$ cat src/rtl/prr_pkg.sv
// Package for the permutation rank / unrank block.
// Beat types, opcode codes, widths and the factorial function.
// No dependencies.
`timescale 1ns / 1ps
`default_nettype none

package prr_pkg;

  localparam int DIGIT_W          = 4;
  localparam int RANK_W           = 19;
  localparam int PERM_W           = 36;
  localparam int FACT_W           = 32;   // 12! fits
  localparam int MAX_ELEMS        = 12;
  localparam int MASK_W           = 16;   // one bit per 4-bit digit code
  localparam int NUM_ELEMENTS_DEF = 9;

  typedef enum logic [0:0] {
    OP_RANK   = 1'b0,
    OP_UNRANK = 1'b1
  } opcode_t;

  typedef struct packed {
    opcode_t             opcode;
    logic [PERM_W-1:0]   perm_in;
    logic [RANK_W-1:0]   rank_in;
  } in_item_t;

  typedef struct packed {
    logic [RANK_W-1:0]   rank_out;
    logic [PERM_W-1:0]   perm_out;
    logic                error;
  } out_item_t;

  // Work carried from cell to cell
  typedef struct packed {
    opcode_t              opcode;
    logic                 err;
    logic [MAX_ELEMS-1:0] used;    // digits already taken
    logic [PERM_W-1:0]    digits;  // remaining input digits, next one in low nibble
    logic [RANK_W-1:0]    num;     // rank accumulator or remainder
    logic [PERM_W-1:0]    perm;    // permutation being built
  } stage_t;

  function automatic logic [FACT_W-1:0] fact(input int k);
    logic [FACT_W-1:0] f;
    f = 1;
    for (int i = 2; i <= k; i++) begin
      f = f * FACT_W'(i);
    end
    return f;
  endfunction

endpackage

`default_nettype wire

$ cat src/rtl/prr_cell.sv
// One position of the rank / unrank chain, with its stage register.
// Depends on prr_pkg.
`timescale 1ns / 1ps
`default_nettype none

module prr_cell #(
  parameter int NUM_ELEMENTS = prr_pkg::NUM_ELEMENTS_DEF,
  parameter int POS          = 0
) (
  input  wire logic            clk,
  input  wire logic            rst_n,
  input  wire logic            up_valid,
  output logic                 up_ready,
  input  wire prr_pkg::stage_t up_stage,
  output logic                 down_valid,
  input  wire logic            down_ready,
  output prr_pkg::stage_t      down_stage
);

  localparam int KMAX = NUM_ELEMENTS - 1 - POS;
  localparam logic [prr_pkg::FACT_W-1:0] FACT = prr_pkg::fact(KMAX);
  localparam logic [prr_pkg::RANK_W-1:0] FACT_LO = FACT[prr_pkg::RANK_W-1:0];
  localparam logic [prr_pkg::FACT_W-1:0] RANK_LIM =
    prr_pkg::FACT_W'(64'd1 << prr_pkg::RANK_W);
  localparam logic [prr_pkg::DIGIT_W:0] N_L = (prr_pkg::DIGIT_W+1)'(NUM_ELEMENTS);
  localparam bit PLACE = (prr_pkg::DIGIT_W * POS) < prr_pkg::PERM_W;
  localparam int PLACE_LSB = PLACE ? prr_pkg::DIGIT_W * POS : 0;
  localparam int PROD_W = prr_pkg::RANK_W + prr_pkg::DIGIT_W;

  logic                            valid_r;
  prr_pkg::stage_t                 stage_r;
  prr_pkg::stage_t                 stage_nxt;

  logic [prr_pkg::DIGIT_W-1:0]     digit;
  logic [prr_pkg::MASK_W-1:0]      used_ext;
  logic [prr_pkg::MASK_W-1:0]      below_d;
  logic [prr_pkg::DIGIT_W-1:0]     smaller;
  logic [PROD_W-1:0]               rank_prod;
  logic                            bad;
  logic [prr_pkg::FACT_W-1:0]      thr;
  logic [prr_pkg::DIGIT_W-1:0]     dsel;
  logic [prr_pkg::RANK_W-1:0]      sub_val;
  logic [prr_pkg::MASK_W-1:0]      below_j;
  logic [prr_pkg::DIGIT_W:0]       cnt;
  logic [prr_pkg::DIGIT_W-1:0]     pick;
  logic [prr_pkg::MASK_W-1:0]      used_rank;
  logic [prr_pkg::MASK_W-1:0]      used_unrank;
  logic [prr_pkg::PERM_W-1:0]      perm_unrank;

  // Ranking: count free digits below this one, scale by the factorial
  always_comb begin
    digit     = up_stage.digits[prr_pkg::DIGIT_W-1:0];
    used_ext  = prr_pkg::MASK_W'(up_stage.used);
    below_d   = (prr_pkg::MASK_W'(1) << digit) - prr_pkg::MASK_W'(1);
    smaller   = prr_pkg::DIGIT_W'($countones(~used_ext & below_d));
    rank_prod = PROD_W'(smaller) * PROD_W'(FACT_LO);
    bad       = ({1'b0, digit} >= N_L) || used_ext[digit];
    used_rank = used_ext | (prr_pkg::MASK_W'(1) << digit);
  end

  // Unranking: digit index = remainder / factorial, via constant thresholds
  always_comb begin
    dsel    = '0;
    sub_val = '0;
    thr     = '0;
    for (int k = 1; k <= KMAX; k++) begin
      thr = prr_pkg::FACT_W'(k) * FACT;
      if ((thr < RANK_LIM) && (prr_pkg::FACT_W'(up_stage.num) >= thr)) begin
        dsel    = prr_pkg::DIGIT_W'(k);
        sub_val = thr[prr_pkg::RANK_W-1:0];
      end
    end
  end

  // Pick the dsel-th free digit; free counts rise strictly, so one match
  always_comb begin
    pick    = '0;
    below_j = '0;
    cnt     = '0;
    for (int j = 0; j < NUM_ELEMENTS; j++) begin
      below_j = (prr_pkg::MASK_W'(1) << j) - prr_pkg::MASK_W'(1);
      cnt     = (prr_pkg::DIGIT_W+1)'($countones(~used_ext & below_j));
      if (!used_ext[j] && (cnt == {1'b0, dsel})) begin
        pick = prr_pkg::DIGIT_W'(j);
      end
    end
    used_unrank = used_ext | (prr_pkg::MASK_W'(1) << pick);
    perm_unrank = up_stage.perm;
    if (PLACE) begin
      perm_unrank[PLACE_LSB +: prr_pkg::DIGIT_W] = pick;
    end
  end

  always_comb begin
    stage_nxt        = up_stage;
    stage_nxt.digits = up_stage.digits >> prr_pkg::DIGIT_W;
    unique case (up_stage.opcode)
      prr_pkg::OP_RANK: begin
        stage_nxt.err  = up_stage.err | bad;
        stage_nxt.used = used_rank[prr_pkg::MAX_ELEMS-1:0];
        stage_nxt.num  = up_stage.num + rank_prod[prr_pkg::RANK_W-1:0];
      end
      prr_pkg::OP_UNRANK: begin
        stage_nxt.used = used_unrank[prr_pkg::MAX_ELEMS-1:0];
        stage_nxt.num  = up_stage.num - sub_val;
        stage_nxt.perm = perm_unrank;
      end
      default: begin
        stage_nxt = up_stage;
      end
    endcase
  end

  assign up_ready   = !valid_r || down_ready;
  assign down_valid = valid_r;
  assign down_stage = stage_r;

  always_ff @(posedge clk) begin
    if (!rst_n) begin
      valid_r <= 1'b0;
    end else if (up_valid && up_ready) begin
      valid_r <= 1'b1;
    end else if (down_ready) begin
      valid_r <= 1'b0;
    end
  end

  always_ff @(posedge clk) begin
    if (up_valid && up_ready) begin
      stage_r <= stage_nxt;
    end
  end

endmodule

`default_nettype wire

$ cat src/rtl/permutation_rank_unrank.sv
// Top level: permutation <-> lexicographic rank converter (Lehmer code).
// Depends on prr_pkg and prr_cell.
//
//   channel | direction | handshake           | beat
//   --------+-----------+---------------------+--------------------------
//   in_     | input     | in_valid / in_ready | in_data   (in_item_t)
//   out_    | output    | out_valid/out_ready | out_data  (out_item_t)
//
// Throughput: one beat per cycle while out_ready is high. Each cell
// handles one digit position and owns one stage register.
// The last cell's register is the output register.
// Reset (rst_n low, synchronous) clears only the stage valid bits.
// Stalls: each stage takes a new beat when it is empty or its neighbor
// takes its current one, so bubbles collapse and in_ready stays high
// while any stage is free, even with a result waiting on out_ready.
`timescale 1ns / 1ps
`default_nettype none

module permutation_rank_unrank #(
  parameter int NUM_ELEMENTS = prr_pkg::NUM_ELEMENTS_DEF
) (
  input  wire logic              clk,
  input  wire logic              rst_n,
  input  wire logic              in_valid,
  output logic                   in_ready,
  input  wire prr_pkg::in_item_t in_data,
  output logic                   out_valid,
  input  wire logic              out_ready,
  output prr_pkg::out_item_t     out_data
);

  localparam logic [prr_pkg::FACT_W-1:0] FACT_N = prr_pkg::fact(NUM_ELEMENTS);
  localparam logic [prr_pkg::FACT_W-1:0] RANK_LIM =
    prr_pkg::FACT_W'(64'd1 << prr_pkg::RANK_W);

  logic [NUM_ELEMENTS:0]  vld;
  logic [NUM_ELEMENTS:0]  rdy;
  prr_pkg::stage_t        stg [0:NUM_ELEMENTS];
  prr_pkg::stage_t        stage_in;
  prr_pkg::stage_t        last;
  logic                   rank_big;

  // Entry: a rank of N! or more is flagged here; with N of 10 and up, N!
  // exceeds the rank field and the check never fires.
  always_comb begin
    rank_big = (FACT_N < RANK_LIM) &&
               (prr_pkg::FACT_W'(in_data.rank_in) >= FACT_N);
    stage_in        = '0;
    stage_in.opcode = in_data.opcode;
    stage_in.digits = in_data.perm_in;
    if (in_data.opcode == prr_pkg::OP_UNRANK) begin
      stage_in.num = in_data.rank_in;
      stage_in.err = rank_big;
    end
  end

  assign stg[0]            = stage_in;
  assign vld[0]            = in_valid;
  assign in_ready          = rdy[0];
  assign rdy[NUM_ELEMENTS] = out_ready;

  // One cell per digit position, position 0 first
  for (genvar p = 0; p < NUM_ELEMENTS; p++) begin : g_cell
    prr_cell #(
      .NUM_ELEMENTS (NUM_ELEMENTS),
      .POS          (p)
    ) u_cell (
      .clk        (clk),
      .rst_n      (rst_n),
      .up_valid   (vld[p]),
      .up_ready   (rdy[p]),
      .up_stage   (stg[p]),
      .down_valid (vld[p+1]),
      .down_ready (rdy[p+1]),
      .down_stage (stg[p+1])
    );
  end

  // Result formatting: only the field of the chosen direction, zero on error
  always_comb begin
    last              = stg[NUM_ELEMENTS];
    out_data          = '0;
    out_data.error    = last.err;
    if (!last.err && (last.opcode == prr_pkg::OP_RANK)) begin
      out_data.rank_out = last.num;
    end
    if (!last.err && (last.opcode == prr_pkg::OP_UNRANK)) begin
      out_data.perm_out = last.perm;
    end
  end

  assign out_valid = vld[NUM_ELEMENTS];

endmodule

`default_nettype wire
$ cat config.mk
export PLATFORM = sky130hd
export DESIGN_NAME = permutation_rank_unrank
export DESIGN_NICKNAME = d
export VERILOG_FILES = /design/src/rtl/prr_pkg.sv /design/src/rtl/prr_cell.sv /design/src/rtl/permutation_rank_unrank.sv
export SDC_FILE = /design/constraint.sdc
export NUM_CORES = 2
export LEC_CHECK = 0
export BUFFER_PORTS_ARGS = -buffer_cell sky130_fd_sc_hd__buf_2
export CAP_MARGIN = 20
export CORE_MARGIN = 2
export CORE_UTILIZATION = 55
export CTS_BUF_LIST = sky130_fd_sc_hd__clkbuf_16
export DETAILED_ROUTE_END_ITERATION = 7
export MAX_ROUTING_LAYER = met4
export PLACE_DENSITY = 0.78
export SYNTH_ARGS = -nofsm -noshare
export SYNTH_HDL_FRONTEND = slang
export SYNTH_SLANG_ARGS = --single-unit
$ cat constraint.sdc
create_clock -name clk -period 11.9 [get_ports clk]
set_clock_uncertainty 0.2 [all_clocks]
set_input_delay 2.38 -clock clk [delete_from_list [all_inputs] [get_ports clk]]
set_output_delay 2.38 -clock clk [all_outputs]
set_load 0.01 [all_outputs]
==> flow_summary_export.csv <==
group,metric,value,unit
run_status,status,"complete, no violations",
logic_synthesis,yosysTopAreaCell,"edfxtp_1",
critical_path,r2r-start,"g_cell[0].u_cell.down_stage[57]",
critical_path,critPathArrivalTime,11.25,ns
global_routing,antenna_found_initial,1,
sta,rsz0062_at_grt,"no",
detailed_routing,drt-vias-per-instance,5.79,
placement,hpwl,71.6,mm
sta,min_period,10.99,ns
clocking,postCtsSetupBuffers,0,
global_routing,grt-ovfl-total,0,
critical_path,crit_end,"g_cell[1].u_cell.down_stage[53]",
logic_synthesis,syn_avg_cell_area,10.7,um^2
critical_path,cp_slowest_cell,"or4b_2",
die,rows,104,
sta,worstMarginPinSlew,1.07,ns
global_routing,met3_usage,3.22,%
clocking,clk_path_buf_depth,3,
logic_synthesis,synth_area,0.0450,mm^2
critical_path,crit_type,"reg -> reg",
logic_synthesis,synth-async-reset-ratio,0,%
logic_synthesis,synth.ff_latch_count,618,
critical_path,crit_family,"adder cells",
power_and_ir_drop,power,14.2,mW
sta,relSlewSlack,28.7,%
sta,hold_viol,0,
critical_path,reg2regPathDepth,38,
sta,clock.fmax,0.0910,GHz
sta,finalSetupViolCount,0,
global_routing,grt_use_met2,38.8,%
global_routing,gr-usage-met1,29.2,%
sta,hold_ws,0.203,ns
die,initial_utilization,55.7,%
die,fp.dieW,290,um
detailed_routing,drt_iter0_markers,2791,
critical_path,critPathMaxStageDelay,0.64,ns
detailed_routing,via_count,31300,
clocking,root_buffer,"clkbuf_16",
die,dieArea,0.0841,mm^2
power_and_ir_drop,p_per_area,290,mW/mm^2
power_and_ir_drop,irDropWorstVdd,1.43,mV
logic_synthesis,synth_common_cells,"edfxtp_1 (609), inv_1 (456), ha_1 (447), nor2_1 (297), a21oi_1 (233)",
clocking,clock_latency,0.62,ns
die,die_h,290,um
detailed_routing,drtAntennaViolNets,0,
die,core,0.0808,mm^2
logic_synthesis,synth_top_area_share,40.6,%
logic_synthesis,ys_types,108,
hold_path,min_path_type,"reg -> reg",
cells_and_area,drive_gt1_share,7.94,%
clocking,cts_tree,"built",
logic_synthesis,synth.area.top_cells,"edfxtp_1 (41%), ha_1 (12%), fa_1 (8.4%), inv_1 (3.8%), xnor2_1 (3.6%)",
cells_and_area,fin_nets,4995,
critical_path,path_depth,38,
logic_synthesis,yosys_warnings,0,
global_routing,grt_pass1_wl,155,mm
logic_synthesis,syn_inst,4199,
sta,fin_tns_setup,0,ns
cells_and_area,area_growth_syn_to_layout,8.57,%
power_and_ir_drop,p_leak,19.7,nW
global_routing,grt_max_degree,70,
placement,io_buffers,117,
detailed_routing,routed_wl,94.2,mm
logic_synthesis,yosysMostFrequentCell,"edfxtp_1",
global_routing,grt.total_usage,23.1,%
placement,gp_congestion,0.941,
sta,slew_violations,0,
critical_path,path_buf_inv,5,
critical_path,cp.required,12.15,ns
critical_path,r2r_slack,0.91,ns
critical_path,r2r_end,"g_cell[1].u_cell.down_stage[53]",
placement,dpl.cell_count,5290,
clocking,htree_levels,3,
detailed_routing,wl_per_cell,17.4,um
cells_and_area,fin_cells,5409,
die,ios,118,
logic_synthesis,synth-edff-count,609,
logic_synthesis,seq_area_frac_synth,41.0,%
critical_path,start_kind,"flop",
sta,fin_crit_sh,92.4,%
critical_path,end_kind,"flop",
placement,dp_slack,1.03,ns
clocking,path_clk_slew,0.06,ns
logic_synthesis,ys.flop_type,"edfxtp_1",
sta,timing.final.ws_setup,0.905,ns
detailed_routing,drtPass1Iterations,6,
global_routing,top_usage_layer,"met2",
run,maxCapViolations,0,
detailed_routing,post-route-drc-count,0,
clocking,cts.sinks,618,
critical_path,crit_path_frequent_cell,"fa_1",
clocking,cts_buffers,66,
clocking,post_cts_resized,0,
global_routing,grt_pass1_vias,30600,
critical_path,worst-path-max-fanout,17,
critical_path,critPathLaunch,"g_cell[0].u_cell.down_stage[57]",
clocking,hold_buffers,0,
placed cells by master, fill, tap and decap left out, types with 79 or more instances in the layout:
master	instances
xnor2_1	186
and2_1	107
inv_1	466
nor3_1	104
buf_2	117
fa_1	189
edfxtp_1	609
o21ai_0	180
a21oi_1	233
nand2_1	207
ha_1	447
nor2_1	297
xor2_1	91
nand3_1	79
worst register-to-register path, delay by kind of cell (launching register included):
| family | cells | cell delay, ns |
|---|---|---|
| buffers and inverters | 5 | 0.39 |
| AND/OR/NAND/NOR | 8 | 2.44 |
| flip-flops | 1 | 0.61 |
| adder cells (fa/ha/maj) | 11 | 4.20 |
| AO/OA/AOI/OAI | 10 | 2.03 |
| XOR/XNOR | 4 | 0.97 |
final cells by class:
| cell class | instances | area, um^2 |
|---|---|---|
| Antenna cell | 4 | 10.0 |
| Clock buffer | 67 | 1680 |
| Clock inverter | 47 | 442 |
| Fill cell | 6492 | 31900 |
| Inverter | 456 | 1710 |
| Multi-Input combinational cell | 3022 | 24500 |
| Sequential cell | 618 | 18500 |
| Tap cell | 1060 | 1330 |
| Timing Repair Buffer | 135 | 721 |
flip-flops by register name, indices dropped and copies added (netlist names):
| register | flops |
|---|---|
| g_cell.u_cell.down_valid | 9 |
| g_cell.u_cell.down_stage | 609 |
metal layers:
layer  vias to the layer above  share of wire, %
li1                      15300                 -
met1                     15000                43
met2                       901                49
met3                       204               5.4
met4                         0               2.8
met5                         -                 0
worst min path at each step:
stage / startpoint / to / depth (start not counted)
final: g_cell[5].u_cell.down_stage[19] / g_cell[6].u_cell.down_stage[19] / 0
after global routing: g_cell[2].u_cell.down_stage[36] / g_cell[3].u_cell.down_stage[36] / 0
after CTS: g_cell[5].u_cell.down_stage[19] / g_cell[6].u_cell.down_stage[19] / 0
after detailed placement: g_cell[0].u_cell.down_stage[0] / g_cell[1].u_cell.down_stage[0] / 0
after global placement: g_cell[0].u_cell.down_stage[0] / g_cell[1].u_cell.down_stage[0] / 0
after floorplan: g_cell[0].u_cell.down_stage[0] / g_cell[1].u_cell.down_stage[0] / 0
report_power, final:
part           switching (mW)  internal, mW  total, mW
Combinational            5.09          4.06       9.15
Sequential              0.182          2.84       3.02
Clock                   0.849          1.14       1.99
Total                    6.12          8.04       14.2
kinds of logic after synthesis:
family / synth area share [%]
adders and majority gates: 20.8
DFF: 41.0
muxes: 1.47
xor gates and xnor gates: 5.44
other: 0.00833
AOI/OAI and AO/OA: 13.1
and+or+nand+nor: 13.3
buffers and inverters: 4.80
per-stage QoR:
step | utilization [%] | instance area, um^2
after floorplan | - | 45000
after global placement | 57.8 | 46700
after detailed placement | 57.8 | 46700
after CTS | 60.5 | 48900
after global routing | 60.5 | 48900
final | 60.5 | 48900
(Power assumes the default switching activity.)
